File: src/rtl/core/sorted_insertion_record_sorter_defines.svh
// Assertion macros used by the record sorter datapath.
// Define NO_ASSERTIONS to compile the checks out; no other dependencies.
`ifndef SORTED_INSERTION_RECORD_SORTER_DEFINES_SVH
`define SORTED_INSERTION_RECORD_SORTER_DEFINES_SVH

`ifndef NO_ASSERTIONS

// Same-cycle implication, checked outside reset.
`define SIRS_ASSERT_IMP(label, clk, rst_n, ante, cons) \
    label: assert property (@(posedge clk) disable iff (!(rst_n)) (ante) |-> (cons)) \
        else $error("sorter check failed");

// Next-cycle implication, checked outside reset.
`define SIRS_ASSERT_NXT(label, clk, rst_n, ante, cons) \
    label: assert property (@(posedge clk) disable iff (!(rst_n)) (ante) |=> (cons)) \
        else $error("sorter check failed");

`else

`define SIRS_ASSERT_IMP(label, clk, rst_n, ante, cons)
`define SIRS_ASSERT_NXT(label, clk, rst_n, ante, cons)

`endif

`endif

File: src/rtl/core/sirs_pkg.sv
// Shared types and constants for the record sorter.
// No dependencies; used by the controller, datapath and top level.
`default_nettype none

package sirs_pkg;

    localparam int DEPTH = 64;
    localparam int KEY_W = 21;
    localparam int TAG_W = 16;
    localparam int CNT_W = $clog2(DEPTH + 1);

    typedef struct packed {
        logic signed [KEY_W-1:0] key;
        logic [TAG_W-1:0]        record_tag;
        logic                    last;
    } in_t;

    typedef struct packed {
        logic signed [KEY_W-1:0] sorted_key;
        logic [TAG_W-1:0]        sorted_tag;
        logic                    end_of_run;
        logic                    overflow;
    } out_t;

    typedef struct packed {
        logic insert;   // place the incoming record into the cells
        logic drop;     // incoming record is lost, mark overflow
        logic emit;     // move the head cell into the output register
    } cmd_t;

    typedef struct packed {
        logic full;       // every cell is occupied
        logic one_left;   // exactly one entry remains
        logic out_free;   // output register can take a new transfer
    } status_t;

    typedef enum logic [1:0] {
        ST_LOAD = 2'b01,
        ST_EMIT = 2'b10
    } state_t;

endpackage

`default_nettype wire

File: src/rtl/core/sirs_ctrl.sv
// Controller for the record sorter: load and emit phases.
// Depends on sirs_pkg; drives the datapath through cmd_t and reads status_t.
`default_nettype none

module sirs_ctrl (
    input  wire logic              aclk,
    input  wire logic              aresetn,
    input  wire logic              s_valid,
    input  wire logic              s_last,
    output logic                   s_ready,
    input  wire sirs_pkg::status_t status,
    output sirs_pkg::cmd_t         cmd
);
    import sirs_pkg::*;

    state_t state_reg, state_next;
    logic   accept;

    assign accept = s_valid && s_ready;

    always_comb begin
        state_next = state_reg;
        s_ready    = 1'b0;
        cmd        = '0;
        unique case (state_reg)
            ST_LOAD: begin
                s_ready    = 1'b1;
                cmd.insert = accept && !status.full;
                cmd.drop   = accept && status.full;
                if (accept && s_last) begin
                    state_next = ST_EMIT;
                end
            end
            ST_EMIT: begin
                cmd.emit = status.out_free;
                if (status.out_free && status.one_left) begin
                    state_next = ST_LOAD;
                end
            end
            default: begin
                state_next = ST_LOAD;
            end
        endcase
    end

    always_ff @(posedge aclk) begin
        if (!aresetn) begin
            state_reg <= ST_LOAD;
        end else begin
            state_reg <= state_next;
        end
    end

endmodule

`default_nettype wire

File: config.mk
export PLATFORM = sky130hd
export DESIGN_NAME = sirs_ctrl
export DESIGN_NICKNAME = d
export VERILOG_FILES = /design/src/rtl/core/sorted_insertion_record_sorter_defines.svh /design/src/rtl/core/sirs_pkg.sv /design/src/rtl/core/sirs_ctrl.sv
export SDC_FILE = /design/constraint.sdc
export NUM_CORES = 1
export LEC_CHECK = 0
export BUFFER_PORTS_ARGS = -buffer_cell sky130_fd_sc_hd__buf_4
export CAP_MARGIN = 25
export CORE_AREA = 3 3 40 42
export CTS_BUF_LIST = sky130_fd_sc_hd__clkbuf_2 sky130_fd_sc_hd__clkbuf_4 sky130_fd_sc_hd__clkbuf_8
export DETAILED_ROUTE_END_ITERATION = 16
export DIE_AREA = 0 0 43 45
export GPL_TIMING_DRIVEN = 0
export PLACE_DENSITY = 0.34
export SYNTH_ARGS = -nofsm -noshare
export SYNTH_HDL_FRONTEND = slang
export SYNTH_SLANG_ARGS = --single-unit
File: constraint.sdc
create_clock -name aclk -period 1.8 [get_ports aclk]
set_input_delay 0.18 -clock aclk [delete_from_list [all_inputs] [get_ports aclk]]
set_output_delay 0.18 -clock aclk [all_outputs]
set_load 0.01 [all_outputs]
==> results of run 1 <==
[layout by cell type, fill, tap and decap left out]
cell	synthesis	routed
and3_1	1	1
and2b_1	1	1
a32o_1	1	1
and2_1	2	2
dfxtp_1	2	2
nor2_1	1	1
nand2_1	3	3
nor2b_4	1	1
clkbuf_4	0	3
buf_4	0	10
[critical path, delay by kind of cell (launching register included)]
family / cells / cell delay [ps]
DFF: 1 / 310
and+or+nand+nor: 2 / 350
buffers and inverters: 1 / 140
[per-stage QoR]
stage	total power, mW	cells	area (um2)	worst slack [ps]
after floorplan	0.06033	12	105.1	873.2
after global placement	0.07975	37	198.9	834.8
after detailed placement	0.07964	37	198.9	834.7
after CTS	0.1803	40	221.5	595.6
after global routing	0.1882	40	221.5	560.3
final	0.1734	40	221.5	604.2
[per-layer routing]
layer	track usage [%]	routed length (um)	vias to the layer above
met5	0	0	-
met4	5.422	8	0
met2	3.593	99	9
li1	-	-	67
met1	4.556	161	48
met3	4.382	53	2
[area by class of cell]
class	instances	area (um2)	area share, %
clock buffer	3	22.52	10.17
multi-input combinational	10	65.06	29.38
sequential	2	40.04	18.08
tap	15	18.77	8.475
timing repair buffer	10	75.07	33.90
[kinds of logic (layout without fill, tap and decap cells)]
group	after synthesis	after routing	synth area share, %
AOI/OAI and AO/OA	1	1	9.524
buffers and inverters	0	13	0
DFF	2	2	38.10
and+or+nand+nor	9	9	52.38
[how the worst min path moves through the flow]
stage | from | endpoint | slack [ps] | cells past startpoint
5_1_grt | aresetn | state_reg[0]$_SDFFE_PN1P_ | 130 | 2
6_report | aresetn | state_reg[0]$_SDFFE_PN1P_ | 130 | 2
2_1_floorplan | aresetn | state_reg[0]$_SDFFE_PN1P_ | 240 | 1
3_3_place_gp | aresetn | state_reg[0]$_SDFFE_PN1P_ | 350 | 2
3_5_place_dp | aresetn | state_reg[0]$_SDFFE_PN1P_ | 350 | 2
4_1_cts | aresetn | state_reg[0]$_SDFFE_PN1P_ | 120 | 2
[power groups by stage]
stage | Clock, mW | Sequential (mW) | Combinational [mW]
2_1_floorplan | 0 | 0.0484 | 0.0119
3_3_place_gp | 0 | 0.0486 | 0.0312
3_5_place_dp | 0 | 0.0486 | 0.0311
4_1_cts | 0.101 | 0.0481 | 0.0312
5_1_grt | 0.106 | 0.0482 | 0.0339
6_report | 0.0950 | 0.0481 | 0.0304
==> reports/metrics.csv, run 1 <==
stage,metric,value,unit
layout,layout cells sized above 1,56.00,%
detailed_routing,routed vias/inst,3.150,
synthesis,Synth Instances,12,
sta,Rel. slew slack,92.01,%
power,clock network fraction of total power,54.8,%
power,Reg power frac,27.7,%
cts,CTS tree,yes,
floorplanning,Cell Rows,13,
layout,max FFs per register,2,
synthesis,Syn Std Cell Area,105.1,um2
global_route,GRT overflow,0,
synthesis,ys async rst share,0,%
cts,CTS HTree Levels,1,
floorplanning,DIE AREA,0.001935,mm2
setup_path,CP peak stage delay,310,ps
power,switch share,19.57,%
setup_path,WS Path Type,reg2out,
power,VDD IR max,0.0003441,V
cts,CTS Buffer Depth,2,
sta,measured slew at the worst slew-check pin,119.6,ps
synthesis,synthesized area per cell,8.758,um2
synthesis,post-synth top area share,38.10,%
setup_path,Crit Path Max Fanout,2,
cts,TritonCTS buffer count,3,
setup_path,r2r worst-path depth,3,
detailed_routing,initial detailed-routing violation count,3,
sta,Worst Clk Skew,0.9098,ps
synthesis,Post-Syn Nets,19,
sta,Final Hold Fails,0,
layout,"Core Util, Final",17.23,%
layout,area delta synth->final,110.7,%
detailed_routing,drt total wl,322,um
floorplanning,die height,45,um
power,switching power,0.03395,mW
detailed_routing,drt wl/cell,8.050,um
sta,final setup fails,0,
setup_path,crit path to,cmd[0],
synthesis,number of synthesized flops with an enable pin,0,
detailed_routing,# DRC,0,
cts,CTS resizes,0,
setup_path,"Cell Chain, Critical Path",and2b_1 > and2_1 > buf_4,
cts,Num Clock Sinks,2,
placement,Final Wtd Congestion,0.5776,
setup_path,CP arrival,1020,ps
layout,Fill cells,146,
cts,clk slew on worst S/H paths,30,ps
cts,clock root buffer master,clkbuf_4,
setup_path,r2r endpoint,state_reg[1]$_SDFFE_PN0P_,
global_route,GRT Overall Usage,4.239,%
cts,setup repair bufs after CTS,0,
setup_path,worst endpoint required time,1620,ps
setup_path,CP max stage cell,dfxtp_1,
setup_path,startpoint types,register,
setup_path,FF-to-FF Start,state_reg[0]$_SDFFE_PN1P_,
synthesis,Yosys cell types,8,
layout,NumNets Final,34,
synthesis,Main synth FF type,dfxtp_1,
sta,setup TNS,0,ps
global_route,first-pass GRT wire length,503,um
floorplanning,num ports,11,
detailed_routing,Routed Antenna Nets,0,
synthesis,commonest cells in the netlist,"nand2_1, and2_1, dfxtp_1",
synthesis,most numerous cell in the Yosys netlist,nand2_1,
synthesis,register area share after synthesis,38.10,%
sta,fmax,0.8363,GHz
placement,IO buf count,10,
power,Gate power share,17.5,%
detailed_routing,vias post-DR,126,
power,Pint,0.1395,mW
setup_path,Worst Setup End Kind,primary output,
global_route,number of global-route vias before repair,131,
setup_path,R2R Setup Slk,830,ps
floorplanning,Core Area,0.001285,mm2
global_route,initial antenna violation count,0,
cts,Skew-Pair Late Insertion Delay,220,ps
cts,CTS Hold Bufs,0,
sta,Fin Hold WS,127.5,ps
floorplanning,initial core utilization,8.179,%
sta,post-route clock period utilization,66.43,%
layout,ANT cells,0,
flow_run,maxcap violations,0,
worst_hold_path,worst hold path type,in2reg,
global_route,largest net degree at the start of global routing,5,
power,LEAKAGE,0.1194,nW
synthesis,synthesized flop and latch total,2,
sta,fin crit period,1196,ps
detailed_routing,drt pass-1 iters,2,
floorplanning,chip width,43,um
sta,RSZ-0062 raised after global routing,no,
outcome,outcome,"finished, final reports clean",
sta,Slew Limit Fails,0,
synthesis,Ys Warns,0,
synthesis,Synth area leaders,"dfxtp_1, nor2b_4, and2_1, nand2_1, a32o_1",
power,Power Density,783.1,mW/mm2
setup_path,CP Launch Point,state_reg[0]$_SDFFE_PN1P_,
synthesis,Synth area leader,dfxtp_1,
Note: power is estimated with default switching activity, not from simulation.
==> run 2: changes to the inputs <==
--- a/config.mk
+++ b/config.mk
@@ -5,6 +5,7 @@
 export SDC_FILE = /design/constraint.sdc
 export NUM_CORES = 1
 export LEC_CHECK = 0
+export ABC_AREA = 1
 export BUFFER_PORTS_ARGS = -buffer_cell sky130_fd_sc_hd__buf_4
 export CAP_MARGIN = 25
 export CORE_AREA = 3 3 40 42
@@ -12,7 +13,7 @@
 export DETAILED_ROUTE_END_ITERATION = 16
 export DIE_AREA = 0 0 43 45
 export GPL_TIMING_DRIVEN = 0
-export PLACE_DENSITY = 0.34
+export PLACE_DENSITY = 0.36
 export SYNTH_ARGS = -nofsm -noshare
 export SYNTH_HDL_FRONTEND = slang
 export SYNTH_SLANG_ARGS = --single-unit
==> constraint.sdc (replaced) <==
create_clock -name aclk -period 1.1 [get_ports aclk]
set_input_delay 0.11 -clock aclk [delete_from_list [all_inputs] [get_ports aclk]]
set_output_delay 0.11 -clock aclk [all_outputs]
set_load 0.01 [all_outputs]
==> run 2 against run 1 <==
  * First-iteration DRC count fell by 33%
  * Cell area rose by 13%
  * Sequential share of layout area fell by 1.1 points
  * Largest power group unchanged
  * Highest routed layer is now met3
  * Setup slack got worse by 580 ps
  * Worst hold slack got worse by 67 ps
  * Clock skew rose by 3.1 ps
  * Via count rose by 17%
  * Core utilization rose by 2.2 points
  * Final cell count rose by 18%
  * Die area did not move
  * Flip-flop and latch count did not move
  * Global-route usage rose by 1.2 points
==> reports/metrics.csv, run 2 <==
stage,metric,value,unit,change
power,LEAKAGE,0.1398,nW,+17%
outcome,outcome,"finished, final reports clean",,
worst_hold_path,worst hold path type,in2reg,,
global_route,largest net degree at the start of global routing,4,,-1
sta,fin crit period,1074,ps,
floorplanning,initial core utilization,9.250,%,+1.1 points
global_route,first-pass GRT wire length,676,um,+34%
sta,final setup fails,0,,unchanged
layout,NumNets Final,41,,+21%
sta,Rel. slew slack,91.66,%,-0.36 points
cts,CTS Buffer Depth,2,,unchanged
setup_path,"Cell Chain, Critical Path",nor2_4 > nand2_2 > nor2_1 > buf_4,,
setup_path,r2r worst-path depth,5,,+2
floorplanning,num ports,11,,unchanged
layout,area delta synth->final,110.5,%,about the same
sta,Slew Limit Fails,0,,unchanged
setup_path,r2r endpoint,state_reg[0]$_SDFFE_PN1P_,,
synthesis,synthesized flop and latch total,2,,unchanged
cts,clock root buffer master,clkbuf_4,,
cts,CTS Hold Bufs,0,,unchanged
placement,Final Wtd Congestion,0.7244,,+25%
setup_path,R2R Setup Slk,270,ps,-560 ps
layout,ANT cells,0,,unchanged
synthesis,Ys Warns,0,,unchanged
floorplanning,chip width,43,um,unchanged
placement,placed insts,43,,+16%
layout,most frequent cells in the layout,"buf_4, nand2_1, clkbuf_4",,
power,Pwr Total,0.3031,mW,+75%
power,switch share,23.25,%,+3.7 points
power,Reg power frac,26.3,%,-1.4 points
cts,clk slew on worst S/H paths,30,ps,about the same
synthesis,ys async rst share,0,%,unchanged
detailed_routing,drt wl/cell,8.404,um,+4.4%
detailed_routing,drt pass-1 iters,2,,unchanged
synthesis,Synth area leader,dfxtp_1,,
cts,TritonCTS buffer count,3,,unchanged
setup_path,Worst Setup End Kind,primary output,,
layout,fin cells,47,,+18%
power,clock network fraction of total power,52.9,%,-1.9 points
worst_hold_path,HP Start,aresetn,,
setup_path,worst endpoint required time,990,ps,-630 ps
global_route,number of global-route vias before repair,162,,+24%
power,Gate power share,20.8,%,+3.3 points
synthesis,register area share after synthesis,33.68,%,-4.4 points
detailed_routing,Routed Antenna Nets,0,,unchanged
worst_hold_path,Hold Crit Depth,2,,unchanged
floorplanning,die height,45,um,unchanged
setup_path,startpoint types,register,,
layout,max FFs per register,2,,unchanged
synthesis,synthesized area per cell,6.604,um2,-25%
power,switching power,0.07046,mW,+110%
synthesis,Yosys cell types,10,,+2
global_route,initial antenna violation count,0,,unchanged
flow_run,maxcap violations,0,,unchanged
setup_path,"Largest delay share family, worst path",flip-flops,,
setup_path,WS Path Type,reg2out,,
detailed_routing,vias post-DR,147,,+17%
layout,"most common cell after layout, fill and taps aside",buf_4,,
synthesis,Syn Std Cell Area,118.9,um2,+13%
power,VDD IR max,0.0002142,V,-38%
detailed_routing,drt total wl,395,um,+23%
cts,CTS tree,yes,,
setup_path,FF-to-FF Start,state_reg[1]$_SDFFE_PN0P_,,
cts,Num Clock Sinks,2,,unchanged
detailed_routing,# DRC,0,,unchanged
floorplanning,Core Area,0.001285,mm2,unchanged
placement,IO buf count,10,,unchanged
synthesis,most numerous cell in the Yosys netlist,nand2_1,,
synthesis,Synth area leaders,"dfxtp_1, nand2_1, inv_1, nor2_4, a21oi_2",,
sta,setup TNS,0,ps,unchanged
layout,layout cells sized above 1,71.88,%,+16 points
sta,RSZ-0062 raised after global routing,yes,,
power,Power Density,1211,mW/mm2,+55%
floorplanning,Cell Rows,13,,unchanged
sta,Final Hold Fails,0,,unchanged
cts,CTS HTree Levels,1,,unchanged
synthesis,commonest cells in the netlist,"nand2_1, inv_1, dfxtp_1, nor2_1",,
detailed_routing,initial detailed-routing violation count,2,,-1
setup_path,Crit Path Max Fanout,3,,+1
floorplanning,DIE AREA,0.001935,mm2,unchanged
global_route,GRT overflow,0,,unchanged
global_route,GRT Overall Usage,5.399,%,+1.2 points
setup_path,CP peak stage delay,320,ps,about the same
detailed_routing,routed vias/inst,3.128,,-0.71%
sta,fmax,0.9314,GHz,
sta,measured slew at the worst slew-check pin,124.8,ps,+5.190 ps
setup_path,CP max stage cell,dfxtp_2,,
cts,Skew-Pair Late Insertion Delay,220,ps,about the same
synthesis,Post-Syn Nets,25,,+6
synthesis,number of synthesized flops with an enable pin,0,,unchanged
synthesis,post-synth top area share,33.68,%,-4.4 points
worst_hold_path,Worst Hold Path EP,state_reg[0]$_SDFFE_PN1P_,,
synthesis,Synth Instances,18,,+6
synthesis,Main synth FF type,dfxtp_1,,
setup_path,CP arrival,960,ps,-60 ps
setup_path,WP buf/inv,1,,unchanged
power,Pint,0.2326,mW,+67%
sta,post-route clock period utilization,97.60,%,
sta,Worst Clk Skew,3.991,ps,+3.081 ps
-- run 2: logic make-up (layout without fill, tap and decap cells) --
kind of cell    Yosys count  after routing  share of synthesized area (%)
simple gates             11             11                          46.32
buf+inv                   4             18                          12.63
flops                     2              2                          33.69
compound gates            1              1                          7.370
-- run 2: metal layers --
metal  vias to the layer above  track usage, %  share of wire [%]
li1                         81               -                  -
met1                        56           5.742                 47
met2                        10           6.287                 35
met3                         0           3.187                 17
met4                         0           7.229                  0
met5                         -               0                  0
-- run 2: layout make-up --
type,instances,area [um2]
Multi-Input combinational cell,12,68.82
Sequential cell,2,42.54
Timing Repair Buffer,11,82.58
Tap cell,15,18.77
Clock buffer,3,22.52
Fill cell,149,1035
Inverter,4,15.01
-- run 2: timing repair --
item / in CTS / in global routing
buffers inserted: 1 / 0
setup endpoints to repair: 2 / 2
pin swaps: 2 / 3
resized for setup: 3 / 2
cloned: 0 / 0
-- run 2: worst max path at each step --
stage,startpoint,to,cells after the start
floorplan,state_reg[0]$_SDFFE_PN1P_,cmd[1],4
global placement,state_reg[0]$_SDFFE_PN1P_,cmd[2],5
detailed placement,state_reg[0]$_SDFFE_PN1P_,cmd[2],5
CTS,state_reg[0]$_SDFFE_PN1P_,cmd[2],5
global route,state_reg[0]$_SDFFE_PN1P_,cmd[1],5
finish,state_reg[1]$_SDFFE_PN0P_,cmd[1],4
-- run 2: through the flow --
stage / hold slack, ps / worst slack (ps) / util, % / cell area (um2)
floorplan: 178.7 / 264.2 / - / 118.9
global placement: 287.0 / 217.5 / 16.55 / 212.7
detailed placement: 293.3 / 206.7 / 16.55 / 212.7
CTS: 49.20 / 0.6590 / 19.18 / 246.5
global route: 72.16 / -17.00 / 19.47 / 250.2
finish: 60.84 / 26.35 / 19.47 / 250.2
-- run 2: worst reg2reg max path, delay by kind of cell, from the launching register on --
family                 cells  cell delay (ps)
buffers and inverters      1              130
DFF                        1              320
and+or+nand+nor            4              260
-- run 2: power groups by stage --
stage          clock network (mW)  logic [mW]  registers, mW
6_report                    0.160      0.0631         0.0796
3_3_place_gp                    0      0.0549         0.0795
5_1_grt                     0.173      0.0698         0.0799
4_1_cts                     0.173      0.0623         0.0792
2_1_floorplan                   0      0.0239         0.0793
3_5_place_dp                    0      0.0563         0.0795
